<file path="config.mk">
export PLATFORM = sky130hd
export DESIGN_NAME = qau_cordic
export DESIGN_NICKNAME = d
export VERILOG_FILES = /design/src/rtl/core/qau_pkg.sv /design/src/rtl/core/qau_cordic.sv
export SDC_FILE = /design/constraint.sdc
export NUM_CORES = 2
export LEC_CHECK = 0
export BUFFER_PORTS_ARGS = -buffer_cell sky130_fd_sc_hd__buf_2
export CAP_MARGIN = 15
export CORE_UTILIZATION = 45
export CTS_CLUSTER_DIAMETER = 50
export DETAILED_ROUTE_END_ITERATION = 8
export GPL_TIMING_DRIVEN = 0
export PLACE_DENSITY = 0.63
export SLEW_MARGIN = 20
export SYNTH_ARGS = -nofsm -noshare
export SYNTH_HDL_FRONTEND = slang
export SYNTH_SLANG_ARGS = --single-unit
</file>
<file path="constraint.sdc">
create_clock -name clk -period 20.3 [get_ports clk]
set_input_delay 4.06 -clock clk [delete_from_list [all_inputs] [get_ports clk]]
set_output_delay 4.06 -clock clk [all_outputs]
set_load 0.02 [all_outputs]
</file>
<file path="src/rtl/core/qau_pkg.sv">
// ----------------------------------------------------------------------------
// qau_pkg
// Shared widths, command codes, trig table and step functions of the
// quaternion arithmetic unit.
// ----------------------------------------------------------------------------
package qau_pkg;

	localparam int CW          = 16;          // component width
	localparam int CMD_W       = 3;
	localparam int FRAC        = 12;          // fraction bits of a component
	localparam int TRIG_STEPS  = 16;
	localparam int STAGE_STEPS = TRIG_STEPS / 4;
	localparam int TI_W        = $clog2(TRIG_STEPS);
	localparam int PW          = 2 * CW;      // product width
	localparam int RAW_W       = PW + 3;      // matrix terms need the most room
	localparam int N_W         = PW + 1;      // sum of four squares
	localparam int SQ_W        = N_W + 1;
	localparam int ROOT_W      = CW + 1;
	localparam int SQ_TOP      = ROOT_W - 1;  // highest result bit of the root
	localparam int SQ_MAX_STEPS = 5;
	localparam int CX_W        = 34;          // cordic x and y, Q2.30 with margin
	localparam int Z_W         = 26;          // cordic angle, 2^-16 degree
	localparam int H_W         = CW + 2;      // half angle in 2^-7 degree
	localparam int Z_SHIFT     = 9;
	localparam int TRIG_FRAC   = 30;
	localparam int SP_W        = CW + CX_W;   // axis times sine
	localparam int SAT_W       = SP_W + 2;
	localparam int ROW_W       = 2;
	localparam int NROWS       = 3;

	localparam logic [ROW_W-1:0] LAST_ROW = ROW_W'(NROWS - 1);

	localparam logic signed [H_W-1:0] HALF_TURN    = H_W'(23040);
	localparam logic signed [H_W-1:0] FULL_TURN    = H_W'(46080);
	localparam logic signed [H_W-1:0] QUARTER_TURN = H_W'(11520);

	localparam logic signed [CX_W-1:0] CORDIC_GAIN = CX_W'(652032874);

	localparam logic signed [RAW_W-1:0] M_ONE = RAW_W'(1) <<< (2 * FRAC);

	localparam logic signed [SAT_W-1:0] RND_F  = SAT_W'(1) <<< (FRAC - 1);
	localparam logic signed [SAT_W-1:0] RND_C  = SAT_W'(1) <<< (TRIG_FRAC - FRAC - 1);
	localparam logic signed [SAT_W-1:0] RND_T  = SAT_W'(1) <<< (TRIG_FRAC - 1);
	localparam logic signed [SAT_W-1:0] SAT_HI = SAT_W'(2 ** (CW - 1) - 1);
	localparam logic signed [SAT_W-1:0] SAT_LO = -SAT_HI - SAT_W'(1);

	localparam logic signed [Z_W-1:0] ATAN [TRIG_STEPS] = '{
		Z_W'(2949120), Z_W'(1740967), Z_W'(919879), Z_W'(466945),
		Z_W'(234379),  Z_W'(117304),  Z_W'(58666),  Z_W'(29335),
		Z_W'(14668),   Z_W'(7334),    Z_W'(3667),   Z_W'(1833),
		Z_W'(917),     Z_W'(458),     Z_W'(229),    Z_W'(115)
	};

	typedef enum logic [CMD_W-1:0] {
		CMD_MUL    = 3'd0,
		CMD_ADD    = 3'd1,
		CMD_CONJ   = 3'd2,
		CMD_NORM   = 3'd3,
		CMD_AXIS   = 3'd4,
		CMD_MATRIX = 3'd5
	} cmd_t;

	typedef struct packed {
		logic signed [CX_W-1:0] x;
		logic signed [CX_W-1:0] y;
		logic signed [Z_W-1:0]  z;
	} cordic_t;

	typedef struct packed {
		logic [SQ_W-1:0] n;
		logic [SQ_W-1:0] root;
	} sqrt_t;

	typedef struct packed {
		logic [CW-1:0] v;
		logic          f;
	} sat_t;

	function automatic cordic_t cordic_step(cordic_t st, int i);
		cordic_t r;
		logic signed [CX_W-1:0] xs;
		logic signed [CX_W-1:0] ys;
		xs = $signed(st.x) >>> i;
		ys = $signed(st.y) >>> i;
		if (!st.z[Z_W-1]) begin
			r.x = st.x - ys;
			r.y = st.y + xs;
			r.z = st.z - ATAN[TI_W'(i)];
		end else begin
			r.x = st.x + ys;
			r.y = st.y - xs;
			r.z = st.z + ATAN[TI_W'(i)];
		end
		return r;
	endfunction

	function automatic cordic_t cordic_run(cordic_t st, int base);
		cordic_t t;
		t = st;
		for (int j = 0; j < STAGE_STEPS; j++)
			t = cordic_step(t, base + j);
		return t;
	endfunction

	function automatic sqrt_t sqrt_step(sqrt_t st, int k);
		sqrt_t r;
		logic [SQ_W-1:0] bitv;
		logic [SQ_W-1:0] trial;
		bitv  = SQ_W'(1) << (2 * k);
		trial = st.root + bitv;
		if (st.n >= trial) begin
			r.n    = st.n - trial;
			r.root = (st.root >> 1) + bitv;
		end else begin
			r.n    = st.n;
			r.root = st.root >> 1;
		end
		return r;
	endfunction

	function automatic sqrt_t sqrt_run(sqrt_t st, int hi, int cnt);
		sqrt_t t;
		t = st;
		for (int j = 0; j < SQ_MAX_STEPS; j++)
			if (j < cnt)
				t = sqrt_step(t, hi - j);
		return t;
	endfunction

	function automatic sat_t clip(input logic signed [SAT_W-1:0] v);
		sat_t r;
		if (v > SAT_HI) begin
			r.v = SAT_HI[CW-1:0];
			r.f = 1'b1;
		end else if (v < SAT_LO) begin
			r.v = SAT_LO[CW-1:0];
			r.f = 1'b1;
		end else begin
			r.v = v[CW-1:0];
			r.f = 1'b0;
		end
		return r;
	endfunction

endpackage

</file>
<file path="src/rtl/core/qau_cordic.sv">
// ----------------------------------------------------------------------------
// qau_cordic
// Four-stage rotation cordic giving cosine and sine of the folded half angle.
// ----------------------------------------------------------------------------
module qau_cordic (
	input  logic                                clk,
	input  logic                                en,
	input  logic signed [qau_pkg::Z_W-1:0]      z_in,
	output logic signed [qau_pkg::CX_W-1:0]     x_out,
	output logic signed [qau_pkg::CX_W-1:0]     y_out
);

	qau_pkg::cordic_t st0;
	qau_pkg::cordic_t c_s2, c_s3, c_s4, c_s5;

	always_comb begin
		st0.x = qau_pkg::CORDIC_GAIN;
		st0.y = '0;
		st0.z = z_in;
	end

	always_ff @(posedge clk) begin
		if (en) begin
			c_s2 <= qau_pkg::cordic_run(st0, 0);
			c_s3 <= qau_pkg::cordic_run(c_s2, qau_pkg::STAGE_STEPS);
			c_s4 <= qau_pkg::cordic_run(c_s3, 2 * qau_pkg::STAGE_STEPS);
			c_s5 <= qau_pkg::cordic_run(c_s4, 3 * qau_pkg::STAGE_STEPS);
		end
	end

	assign x_out = c_s5.x;
	assign y_out = c_s5.y;

endmodule

</file>
==> summary.txt <==
Outcome
  – Status: completed

Placed design
  – Number of port buffers: 95
  – Final RePlAce weighted congestion: 0.975
  – DP HPWL: 192000 um

Synth
  – Async SR Flop Fraction: 0%
  – Syn Nets: 10500
  – Sequential area share after synthesis: between 10% and 20%
  – Synth warn: 0
  – #FFs+latches synth: 299
  – Mapped Area: 71900 um2
  – Syn_area_per_cell: 7.71 um2
  – Synth cell types: 107
  – Primary FF master, synth: edfxtp_1
  – Number of synthesized flops with an enable pin: 299
  – Cells after synthesis: slightly above 9000

STA
  – Peak Freq: approximately 52 MHz
  – RSZ-0062 raised after global routing: no
  – Final Slew Violations: 0
  – Setup Skew: 0.0355 ns
  – Slew @ Worst Pin: roughly 1.2 ns
  – Final min period: 19.08 ns
  – Rel. slew slack: 16.4%
  – Part of the cycle the worst path needs: 94.0%
  – Setup TNS: 0 ns
  – Setup violators final: 0
  – Fin. Hold Viols: 0
  – Hold WS: 1.14 ns

Clocking
  – Setup bufs post-CTS: 0
  – CTS clk-pin slew, worst paths: 0.06 ns
  – Total CTS buffers: 41
  – CTS hold repair buffers: 0
  – Skew-Pair Late Insertion Delay: 0.62 ns
  – H-tree depth: 2
  – CTS max path bufs: 3
  – Clock sinks: 299
  – CTS tree: yes
  – Clk Tree Root Cell: clkbuf_16
  – Post_cts resized: 1

Layout
  – Ant diodes: 0
  – Most common cell after layout, fill and taps aside: ha_1
  – Final #Nets: 10600
  – Area of the multi-input gates: 60700 um2
  – Area growth syn-to-layout: 6.58%
  – Storage cell area: ~9000 um2
  – Share of layout cells above drive strength 1: 4.07%
  – Most frequent cells in the layout: 1100 x ha_1, 955 x xnor2_1, 878 x nor2_1
  – # fillers: 15800

Drt
  – Detail Route Antenna Nets: 0
  – DRC Markers: 0
  – DR WL/cell: 19.3 um
  – Routed wire length: 223000 um
  – Vias: 68700
  – DRT iter0 DRCs: roughly 4200
  – Via density per instance: 5.93
  – Detailed Routing Iterations Pass 1: 6

Run
  – Max_cap viols: 0

Floorplanning
  – Cell Rows: roughly 150
  – Core area: 159000 um2
  – I/O pins: between 90 and 100
  – Die height: 402 um
  – Full die area: 161000 um2
  – Initial core utilization: 45.4%
  – Chip width: 402 um

GRT
  – Number of global-route vias before repair: 64600
  – Pin count of the biggest net entering global routing: 100
  – All-Layer GR Usage: 26.5%
  – Initial antenna violation count: 1
  – First-pass GRT wire length: 348000 um
  – Congestion Overflow GR: 0

Worst setup path
  – CP required: approximately 21 ns
  – CP peak stage delay: 0.81 ns
  – Setup crit start kind: primary input
  – Setup CP Type: primary input to flip-flop
  – Family with the most delay on the worst path: compound AO/OA/AOI/OAI gates
  – Most frequent cell on the critical path: o21ai_0
  – Crit path max-delay cell type: a31oi_1
  – Peak fanout along the critical path: 30
  – Critical path data arrival time: 19.45 ns
  – CP bufs+invs: 8
  – CP endpoint kind: flip-flop

Min path
  – Worst min path class: flip-flop to flip-flop
[path summary, 6_finish.rpt]
check / startpoint / to / slack [ns] / cells past startpoint
worst max-delay path: z_in[25] / c_s2[92] / 1.22 / 49
worst min-delay path: c_s4[60] / x_out[0] / 1.14 / 4
worst max register to register: c_s4[76] / x_out[33] / 1.73 / 60
worst min register to register: c_s4[60] / x_out[0] / 1.14 / 4
[synth_stat cells (16+ instances only)]
master,number,area (um2)
a211o_1,29,254
ha_1,1100,13800
and3_1,97,607
nor2b_1,143,895
nand3b_1,43,323
nor3_1,259,1300
a21o_1,380,2850
xnor2_1,957,8380
a21oi_1,875,4380
a41oi_1,16,140
o31a_1,48,420
nand2_1,581,2180
o311ai_0,19,166
clkbuf_1,104,390
o21bai_1,133,998
o41ai_1,25,219
inv_1,493,1850
o21ai_0,540,2700
nand3_1,179,896
nor2_1,878,3300
o211ai_1,48,360
nand2b_1,161,1010
nor3b_1,28,210
a211oi_1,97,728
nand4_1,50,313
mux2i_1,25,250
and2_1,66,413
o21a_1,176,1320
o31ai_1,73,548
a21boi_0,54,405
or2_2,86,538
a31oi_1,138,863
a31o_2,28,245
a2111oi_0,17,149
xor2_1,496,4340
nor4_1,84,526
edfxtp_1,299,8980
fa_1,34,681
or4_1,35,263
or3_1,109,682
a311oi_1,17,149
[logic make-up (layout without fill, tap and decap cells)]
logic type	after synthesis	after routing	share of synthesized area [%]
compound gates	2898	2898	26.0
simple gates	2882	2882	19.8
xor+xnor	1460	1460	17.9
fa+ha+maj	1134	1134	20.1
buf+inv	618	797	3.23
flops	299	299	12.5
mux	35	35	0.505
[layer usage]
| metal | routed length, um | track usage, % |
|---|---|---|
| met1 | 97500 | 32.5 |
| met2 | 108000 | 47.6 |
| met4 | 9190 | 10.3 |
| met3 | 8320 | 2.21 |
| met5 | 0 | 0 |
[sequential cells by signal, summed over array words and instances (netlist names)]
name and cells:
y_out 34, c_s4 68, c_s2 94, c_s3 69, x_out 34
[metrics by stage]
step / std cells / worst slack [ns] / util, % / cell area, um2
global route: 11600 / 0.0864 / 48.3 / 76600
detailed placement: 11500 / -0.119 / 47.4 / 75200
global placement: 11500 / -2.82 / 47.3 / 75000
floorplan: 9326 / 3.05 / - / 71900
CTS: 11600 / 0.197 / 48.3 / 76600
finish: 11600 / 1.22 / 48.3 / 76600
[worst reg2reg max path, delay by kind of cell, from the launching register on]
kind / cells / cell delay (ns)
AND/OR/NAND/NOR: 18 / 7.11
AO/OA/AOI/OAI: 26 / 6.01
XOR/XNOR: 9 / 2.58
adder cells (fa/ha/maj): 4 / 1.41
buffers and inverters: 3 / 0.76
flip-flops: 1 / 0.47
[cell type report]
type	instances	share of cell area, %
Timing Repair Buffer	103	0.816
Clock inverter	30	0.395
Sequential cell	299	11.7
Multi-Input combinational cell	8409	79.2
Buffer	119	0.607
Inverter	499	2.45
Tap cell	2072	3.38
Clock buffer	46	1.39
Power is left out: the tool's default activity adds up to more than one toggle a clock period on the data nets, which glitch-free logic cannot reach.
