## config.mk

```make
export PLATFORM = sky130hd
export DESIGN_NAME = qau_isqrt
export DESIGN_NICKNAME = d
export VERILOG_FILES = /design/src/rtl/core/qau_pkg.sv /design/src/rtl/core/qau_isqrt.sv
export SDC_FILE = /design/constraint.sdc
export NUM_CORES = 1
export LEC_CHECK = 0
export BUFFER_PORTS_ARGS = -buffer_cell sky130_fd_sc_hd__buf_2
export CAP_MARGIN = 20
export CORE_UTILIZATION = 65
export CTS_CLUSTER_SIZE = 10
export DETAILED_ROUTE_END_ITERATION = 7
export PLACE_DENSITY_LB_ADDON = 0.12
export REMOVE_ABC_BUFFERS = 1
export SLEW_MARGIN = 10
export SYNTH_ARGS = -nofsm -noshare
export SYNTH_HDL_FRONTEND = slang
export SYNTH_SLANG_ARGS = --single-unit
```

## constraint.sdc

```tcl
create_clock -name clk -period 12.9 [get_ports clk]
set_input_delay 2.58 -clock clk [delete_from_list [all_inputs] [get_ports clk]]
set_output_delay 2.58 -clock clk [all_outputs]
set_load 0.01 [all_outputs]
```

## src/rtl/core/qau_pkg.sv

```systemverilog
// ----------------------------------------------------------------------------
// qau_pkg
// Shared widths, command codes, trig table and step functions of the
// quaternion arithmetic unit.
// ----------------------------------------------------------------------------
package qau_pkg;

	localparam int CW          = 16;          // component width
	localparam int CMD_W       = 3;
	localparam int FRAC        = 12;          // fraction bits of a component
	localparam int TRIG_STEPS  = 16;
	localparam int STAGE_STEPS = TRIG_STEPS / 4;
	localparam int TI_W        = $clog2(TRIG_STEPS);
	localparam int PW          = 2 * CW;      // product width
	localparam int RAW_W       = PW + 3;      // matrix terms need the most room
	localparam int N_W         = PW + 1;      // sum of four squares
	localparam int SQ_W        = N_W + 1;
	localparam int ROOT_W      = CW + 1;
	localparam int SQ_TOP      = ROOT_W - 1;  // highest result bit of the root
	localparam int SQ_MAX_STEPS = 5;
	localparam int CX_W        = 34;          // cordic x and y, Q2.30 with margin
	localparam int Z_W         = 26;          // cordic angle, 2^-16 degree
	localparam int H_W         = CW + 2;      // half angle in 2^-7 degree
	localparam int Z_SHIFT     = 9;
	localparam int TRIG_FRAC   = 30;
	localparam int SP_W        = CW + CX_W;   // axis times sine
	localparam int SAT_W       = SP_W + 2;
	localparam int ROW_W       = 2;
	localparam int NROWS       = 3;

	localparam logic [ROW_W-1:0] LAST_ROW = ROW_W'(NROWS - 1);

	localparam logic signed [H_W-1:0] HALF_TURN    = H_W'(23040);
	localparam logic signed [H_W-1:0] FULL_TURN    = H_W'(46080);
	localparam logic signed [H_W-1:0] QUARTER_TURN = H_W'(11520);

	localparam logic signed [CX_W-1:0] CORDIC_GAIN = CX_W'(652032874);

	localparam logic signed [RAW_W-1:0] M_ONE = RAW_W'(1) <<< (2 * FRAC);

	localparam logic signed [SAT_W-1:0] RND_F  = SAT_W'(1) <<< (FRAC - 1);
	localparam logic signed [SAT_W-1:0] RND_C  = SAT_W'(1) <<< (TRIG_FRAC - FRAC - 1);
	localparam logic signed [SAT_W-1:0] RND_T  = SAT_W'(1) <<< (TRIG_FRAC - 1);
	localparam logic signed [SAT_W-1:0] SAT_HI = SAT_W'(2 ** (CW - 1) - 1);
	localparam logic signed [SAT_W-1:0] SAT_LO = -SAT_HI - SAT_W'(1);

	localparam logic signed [Z_W-1:0] ATAN [TRIG_STEPS] = '{
		Z_W'(2949120), Z_W'(1740967), Z_W'(919879), Z_W'(466945),
		Z_W'(234379),  Z_W'(117304),  Z_W'(58666),  Z_W'(29335),
		Z_W'(14668),   Z_W'(7334),    Z_W'(3667),   Z_W'(1833),
		Z_W'(917),     Z_W'(458),     Z_W'(229),    Z_W'(115)
	};

	typedef enum logic [CMD_W-1:0] {
		CMD_MUL    = 3'd0,
		CMD_ADD    = 3'd1,
		CMD_CONJ   = 3'd2,
		CMD_NORM   = 3'd3,
		CMD_AXIS   = 3'd4,
		CMD_MATRIX = 3'd5
	} cmd_t;

	typedef struct packed {
		logic signed [CX_W-1:0] x;
		logic signed [CX_W-1:0] y;
		logic signed [Z_W-1:0]  z;
	} cordic_t;

	typedef struct packed {
		logic [SQ_W-1:0] n;
		logic [SQ_W-1:0] root;
	} sqrt_t;

	typedef struct packed {
		logic [CW-1:0] v;
		logic          f;
	} sat_t;

	function automatic cordic_t cordic_step(cordic_t st, int i);
		cordic_t r;
		logic signed [CX_W-1:0] xs;
		logic signed [CX_W-1:0] ys;
		xs = $signed(st.x) >>> i;
		ys = $signed(st.y) >>> i;
		if (!st.z[Z_W-1]) begin
			r.x = st.x - ys;
			r.y = st.y + xs;
			r.z = st.z - ATAN[TI_W'(i)];
		end else begin
			r.x = st.x + ys;
			r.y = st.y - xs;
			r.z = st.z + ATAN[TI_W'(i)];
		end
		return r;
	endfunction

	function automatic cordic_t cordic_run(cordic_t st, int base);
		cordic_t t;
		t = st;
		for (int j = 0; j < STAGE_STEPS; j++)
			t = cordic_step(t, base + j);
		return t;
	endfunction

	function automatic sqrt_t sqrt_step(sqrt_t st, int k);
		sqrt_t r;
		logic [SQ_W-1:0] bitv;
		logic [SQ_W-1:0] trial;
		bitv  = SQ_W'(1) << (2 * k);
		trial = st.root + bitv;
		if (st.n >= trial) begin
			r.n    = st.n - trial;
			r.root = (st.root >> 1) + bitv;
		end else begin
			r.n    = st.n;
			r.root = st.root >> 1;
		end
		return r;
	endfunction

	function automatic sqrt_t sqrt_run(sqrt_t st, int hi, int cnt);
		sqrt_t t;
		t = st;
		for (int j = 0; j < SQ_MAX_STEPS; j++)
			if (j < cnt)
				t = sqrt_step(t, hi - j);
		return t;
	endfunction

	function automatic sat_t clip(input logic signed [SAT_W-1:0] v);
		sat_t r;
		if (v > SAT_HI) begin
			r.v = SAT_HI[CW-1:0];
			r.f = 1'b1;
		end else if (v < SAT_LO) begin
			r.v = SAT_LO[CW-1:0];
			r.f = 1'b1;
		end else begin
			r.v = v[CW-1:0];
			r.f = 1'b0;
		end
		return r;
	endfunction

endpackage

```

## src/rtl/core/qau_isqrt.sv

```systemverilog
// ----------------------------------------------------------------------------
// qau_isqrt
// Four-stage restoring integer square root of the sum of squares.
// ----------------------------------------------------------------------------
module qau_isqrt (
	input  logic                            clk,
	input  logic                            en,
	input  logic [qau_pkg::N_W-1:0]         n_in,
	output logic [qau_pkg::ROOT_W-1:0]      root
);

	qau_pkg::sqrt_t st0;
	qau_pkg::sqrt_t q_s3, q_s4, q_s5, q_s6;

	always_comb begin
		st0.n    = qau_pkg::SQ_W'(n_in);
		st0.root = '0;
	end

	// result bits 16..12, then four per stage
	always_ff @(posedge clk) begin
		if (en) begin
			q_s3 <= qau_pkg::sqrt_run(st0, qau_pkg::SQ_TOP, 5);
			q_s4 <= qau_pkg::sqrt_run(q_s3, qau_pkg::SQ_TOP - 5, 4);
			q_s5 <= qau_pkg::sqrt_run(q_s4, qau_pkg::SQ_TOP - 9, 4);
			q_s6 <= qau_pkg::sqrt_run(q_s5, qau_pkg::SQ_TOP - 13, 4);
		end
	end

	assign root = q_s6.root[qau_pkg::ROOT_W-1:0];

endmodule

```

==> results of run 1 <==
==> metal layers <==
layer	GRT usage	wire length [um]	part of all wire
met1	0.492	22400	0.42
met2	0.618	24600	0.46
met3	0.0585	4320	0.081
met4	0.140	1900	0.036
met5	0	0	0
==> registers in the layout, summed over array words and instances (netlist names) <==
| register | count |
|---|---|
| q_s3 | 39 |
| root | 17 |
| q_s5 | 47 |
| q_s4 | 43 |
==> final cells by class <==
cell class,count,area (um^2)
inverters,121,454
repair buffers,56,299
flip-flops and latches,146,4380
well taps,341,427
clock buffers,17,425
multi-input cells,1855,12800
clock inverters,15,199
fillers,2209,7960
==> critical path: cells and delay by family (launching register included) <==
| kind | cells | cell delay [ns] |
|---|---|---|
| compound gates | 17 | 3.81 |
| fa+ha+maj | 4 | 1.42 |
| buf+inv | 4 | 1.04 |
| flops | 1 | 0.42 |
| mux | 1 | 0.40 |
| simple gates | 22 | 4.75 |
==> synth_stat cells (26+ instances only) <==
cell | number | share of area
a21oi_1 | 203 | 0.057
nand2_1 | 197 | 0.041
ha_1 | 177 | 0.12
nor2_1 | 168 | 0.035
edfxtp_1 | 146 | 0.25
xnor2_1 | 130 | 0.064
o21ai_0 | 116 | 0.032
inv_1 | 115 | 0.024
nor3_1 | 68 | 0.019
xor2_1 | 64 | 0.031
a21o_1 | 62 | 0.026
nand3_1 | 54 | 0.015
nand4_1 | 43 | 0.015
nor4_1 | 41 | 0.014
clkbuf_1 | 35 | 0.0074
o21a_1 | 30 | 0.013
and2_1 | 27 | 0.0095
nor2b_1 | 26 | 0.0091
or3_1 | 26 | 0.0091
==> through the flow <==
stage	cell area, um^2	hold WS (ns)	std cells
after global placement	18400	0.428	2518
after CTS	19000	0.451	2550
final	19000	0.447	2551
after detailed placement	18400	0.434	2518
after floorplan	17600	0.426	2121
after global routing	19000	0.461	2551
==> worst min-delay path by stage <==
stage,slack (ns),end,cells after the start,startpoint
floorplan,0.43,q_s4[20],0,q_s3[24]
global placement,0.43,q_s5[35],0,q_s4[35]
detailed placement,0.43,q_s5[17],0,q_s4[21]
CTS,0.45,root[4],0,q_s5[8]
global route,0.46,root[4],0,q_s5[8]
finish,0.45,root[4],0,q_s5[8]
==> kinds of logic (layout without fill, tap and decap cells) <==
kind of cell / count (synthesis) / after routing / share of synthesized area
fa+ha+maj: 177 / 177 / 0.124
xor+xnor: 195 / 195 / 0.0960
simple gates: 817 / 818 / 0.244
compound gates: 635 / 635 / 0.233
flops: 146 / 146 / 0.245
buf+inv: 175 / 209 / 0.0393
mux: 30 / 30 / 0.0182
==> cell usage in the layout (no fill, tap or decap), types with 11 or more instances in the layout <==
master     count
nor4_1        41
and4_1        11
mux2_2        17
o21bai_1      14
inv_1        115
and3_1        25
nor3_1        68
clkbuf_16     17
nand2b_1      23
nor2_1       168
nand4_1       43
a31oi_1       19
a21oi_1      203
or2_2         20
buf_2         50
ha_1         177
o211ai_1      15
o21a_1        30
and2_1        27
or4_1         19
xnor2_1      130
edfxtp_1     146
xor2_1        64
nand3_1       53
o31ai_1       22
nand2_1      196
o21ai_0      116
or3_1         26
a21o_1        62
o21ai_1       15
a211oi_1      23
nor2b_1       26
==> what timing repair did <==
| item | in CTS | in global routing |
|---|---|---|
| hold buffers | 0 | 0 |
| resized for setup | 0 | 2 |
| setup endpoints to repair | 0 | 27 |
| hold endpoints to repair | 0 | 0 |
==> flow_metrics.py, run 1 <==
metrics = {
    "setup_path": {
        "cp_common_cell": "a21oi_1",
        "rrSetupSlack_ns": 0.79,
        "reg2reg_from": "q_s5[17]",
        "cp_max_fo": 28,
        "start_kind": "flop",
        "cp-end-kind": "flop",
        "required_ns": 13.09,
        "r2r_cells": 48,
        "slowest_stage": "or4_1",
        "worstSetupStartpoint": "q_s5[17]",
        "crit_type": "flop to flop",
        "cpPeakStageDelay_ns": 0.63,
        "endpoint": "root[0]",
        "arrival_ns": 12.30,
        "timing.rr.end": "root[0]",
    },
    "synth": {
        "synth.distinct_cells": 108,
        "synth_warnings": 0,
        "syn_area_per_cell_um2": 8.22,
        "ys_ff_latch": 146,
        "syn_inst": 2175,
        "ys_seq_area_frac": 0.245,
        "synth-main-ff-cell": "edfxtp_1",
        "post_synth_instance_area_mm2": 0.0179,
        "synth_edf_count": 146,
        "synthArstFlopShare": 0,
    },
    "global_route": {
        "first_global_vias": 15772,
        "overflow": 0,
        "grt_util_all_layers": 0.373,
        "grt_max_degree": 81,
        "grt_first_pass_wirelength_um": 83300,
        "antenna_found_initial": 0,
    },
    "floorplan": {
        "die_width_um": 168,
        "core_area_mm2": 0.0270,
        "rows": 60,
        "fp.dieH_um": 168,
        "dieArea_mm2": 0.0282,
        "boundaryPins": 52,
        "start_util": 0.663,
    },
    "sta": {
        "max_slew.worst_pin.slew_ns": 1.01,
        "finalCriticalPeriod_ns": 12.11,
        "skew_ns": 0.0154,
        "finalHoldViolations": 0,
        "max_freq_mhz": 82.6,
        "fin_ws_ns": 0.787,
        "fin_setup_tns_ns": 0,
        "post-route-period-util": 0.939,
        "finalSetupViolations": 0,
        "rsz0062_at_grt": "false",
        "slew-limit-headroom": 0.323,
        "drv_slew": 0,
    },
    "finish": {
        "final_util": 0.705,
        "n_antenna_cell": 0,
        "area_growth_pct": 6.24,
        "drive_gt1_frac": 0.0810,
        "final_nets": 2409,
    },
    "clock_tree": {
        "numCtsBuffers": 17,
        "tritoncts": "done",
        "clkLatencyLatePin_ns": 0.44,
        "cts_num_sinks": 146,
        "post_cts.repair.setup_buffers": 0,
        "cts_buffer_depth": 2,
        "cts_root_buf": "clkbuf_16",
        "clk_pin_slew_ns": 0.08,
        "cts_htree_levels": 4,
    },
    "placed_design": {
        "pre_cts_ws_ns": 0.899,
        "numPortBuffers": 51,
        "dp_hpwl_um": 42000,
        "gp_congestion": 0.993,
    },
    "route": {
        "via_count": 17256,
        "first_pass_iters": 6,
        "drtAntennaViolNets": 0,
        "drt_iter0_drc": 1777,
        "wl_per_cell_um": 20.9,
        "route.detailed.drc": 0,
        "finalWirelength_um": 53300,
        "vias_per_cell": 6.76,
    },
    "hold_path": {
        "hold_path_class": "flop to flop",
    },
    "run_status": {
        "status": "finished clean",
    },
    "job": {
        "max_cap_violations": 0,
    },
}
Power of run 1 is not shown: default switching activity piles up to over one toggle a cycle in this logic, so the estimate is an artifact.
==> run 2, diff against run 1 <==
--- a/config.mk
+++ b/config.mk
@@ -8,6 +8,7 @@
 export BUFFER_PORTS_ARGS = -buffer_cell sky130_fd_sc_hd__buf_2
 export CAP_MARGIN = 20
 export CORE_UTILIZATION = 65
+export CTS_CLUSTER_DIAMETER = 80
 export CTS_CLUSTER_SIZE = 10
 export DETAILED_ROUTE_END_ITERATION = 7
 export PLACE_DENSITY_LB_ADDON = 0.12
==> constraint.sdc (replaced) <==
create_clock -name clk -period 12.9 [get_ports clk]
set_input_delay 1.935 -clock clk [delete_from_list [all_inputs] [get_ports clk]]
set_output_delay 1.935 -clock clk [all_outputs]
set_load 0.01 [all_outputs]
==> flow_metrics.py, run 2 (same netlist as run 1, synthesis figures left out) <==
metrics = {
    "finish": {
        "drive_gt1_frac": 0.0810,
        "final_nets": 2410,
        "largest_reg_flops": 47,
        "n_antenna_cell": 0,
        "layout_common_cells": "a21oi_1, nand2_1, ha_1",
        "final_common_cell": "a21oi_1",
        "fill_cells": 2152,
        "area_growth_pct": 6.37,
        "top_regs": "q_s5 x47, q_s4 x43, q_s3 x39",
        "regMostFlops": "q_s5",
    },
    "setup_path": {
        "crit_type": "flop to flop",
        "slowest_stage": "or4_1",
        "start_kind": "flop",
        "cpPeakStageDelay_ns": 0.54,
        "cp_common_cell": "a21oi_1",
        "arrival_ns": 12.34,
        "cp_max_fo": 28,
        "required_ns": 13.08,
        "cp-end-kind": "flop",
    },
    "floorplan": {
        "boundaryPins": 52,
        "dieArea_mm2": 0.0282,
        "start_util": 0.663,
        "fp.dieH_um": 168,
        "die_width_um": 168,
        "rows": 60,
        "core_area_mm2": 0.0270,
    },
    "placed_design": {
        "dp_hpwl_um": 42200,
        "gp_congestion": 0.993,
        "numPortBuffers": 51,
    },
    "route": {
        "wl_per_cell_um": 21.1,
        "first_pass_iters": 7,
        "finalWirelength_um": 54000,
        "drt_iter0_drc": 1766,
        "route.detailed.drc": 0,
        "vias_per_cell": 6.84,
        "drtAntennaViolNets": 0,
        "via_count": 17467,
    },
    "clock_tree": {
        "cts_num_sinks": 146,
        "clk_pin_slew_ns": 0.07,
        "cts_htree_levels": 4,
        "cts_root_buf": "clkbuf_16",
        "cts_buffer_depth": 2,
        "tritoncts": "done",
        "clkLatencyLatePin_ns": 0.44,
        "numCtsBuffers": 17,
    },
    "hold_path": {
        "hold_path_class": "flop to flop",
    },
    "global_route": {
        "grt_util_all_layers": 0.379,
        "grt_first_pass_wirelength_um": 84500,
        "overflow": 0,
        "grt_max_degree": 81,
        "first_global_vias": 16002,
        "antenna_found_initial": 0,
    },
    "sta": {
        "fin_setup_tns_ns": 0,
        "post-route-period-util": 0.942,
        "max_freq_mhz": 82.3,
        "drv_slew": 0,
        "skew_ns": 0.0112,
        "max_slew.worst_pin.slew_ns": 0.978,
        "finalSetupViolations": 0,
        "finalCriticalPeriod_ns": 12.16,
        "finalHoldViolations": 0,
        "slew-limit-headroom": 0.342,
        "rsz0062_at_grt": "false",
    },
    "run_status": {
        "status": "finished clean",
    },
    "job": {
        "max_cap_violations": 0,
    },
}
==> run 2: worst max-delay path: cells and delay by family, from the launching register on <==
kind	cells	cell delay (ns)
AOI/OAI and AO/OA	28	6.18
and+or+nand+nor	13	3.12
adders and majority gates	4	1.41
buffers and inverters	3	0.77
DFF	1	0.42
==> run 2: metrics by stage <==
step	util	setup WS, ns	hold slack (ns)	instance area (um^2)	cells
after global routing	0.705	0.00523	0.462	19000	2552
after global placement	0.681	1.30	0.428	18300	2517
final	0.705	0.742	0.452	19000	2552
after detailed placement	0.681	0.888	0.437	18300	2517
after CTS	0.704	0.832	0.449	19000	2549
after floorplan	-	2.55	0.426	17600	2121
==> run 2: worst paths after layout <==
| check | slack (ns) | cells after the start | endpoint | from |
|---|---|---|---|---|
| max reg2reg | 0.74 | 48 | root[0] | q_s5[15] |
| min | 0.45 | 0 | q_s5[18] | q_s4[22] |
| min reg2reg | 0.45 | 0 | q_s5[18] | q_s4[22] |
| max | 0.74 | 48 | root[0] | q_s5[15] |
==> run 2: metal layers <==
metal  vias to the layer above  part of all wire  GRT usage
met5                         -                 0          0
met4                         0             0.049      0.188
met3                       164             0.079     0.0489
met2                       875              0.46      0.615
met1                      8208              0.42      0.497
li1                       8220                 -          -
==> run 2: area by class of cell <==
type / instances / area (um^2) / area share
multi-input combinational: 1855 / 12800 / 0.673
timing repair buffer: 57 / 307 / 0.0161
tap: 341 / 427 / 0.0224
sequential: 146 / 4380 / 0.231
clock inverter: 15 / 216 / 0.0114
clock buffer: 17 / 425 / 0.0224
inverter: 121 / 454 / 0.0239
==> run 2: what timing repair did <==
| item | in CTS | in global routing |
|---|---|---|
| hold buffers | 0 | 0 |
| endpoints found under the setup margin | 0 | 15 |
| setup buffers | 0 | 2 |
| resized for setup | 0 | 1 |
Power of run 2 is left out for the same reason.
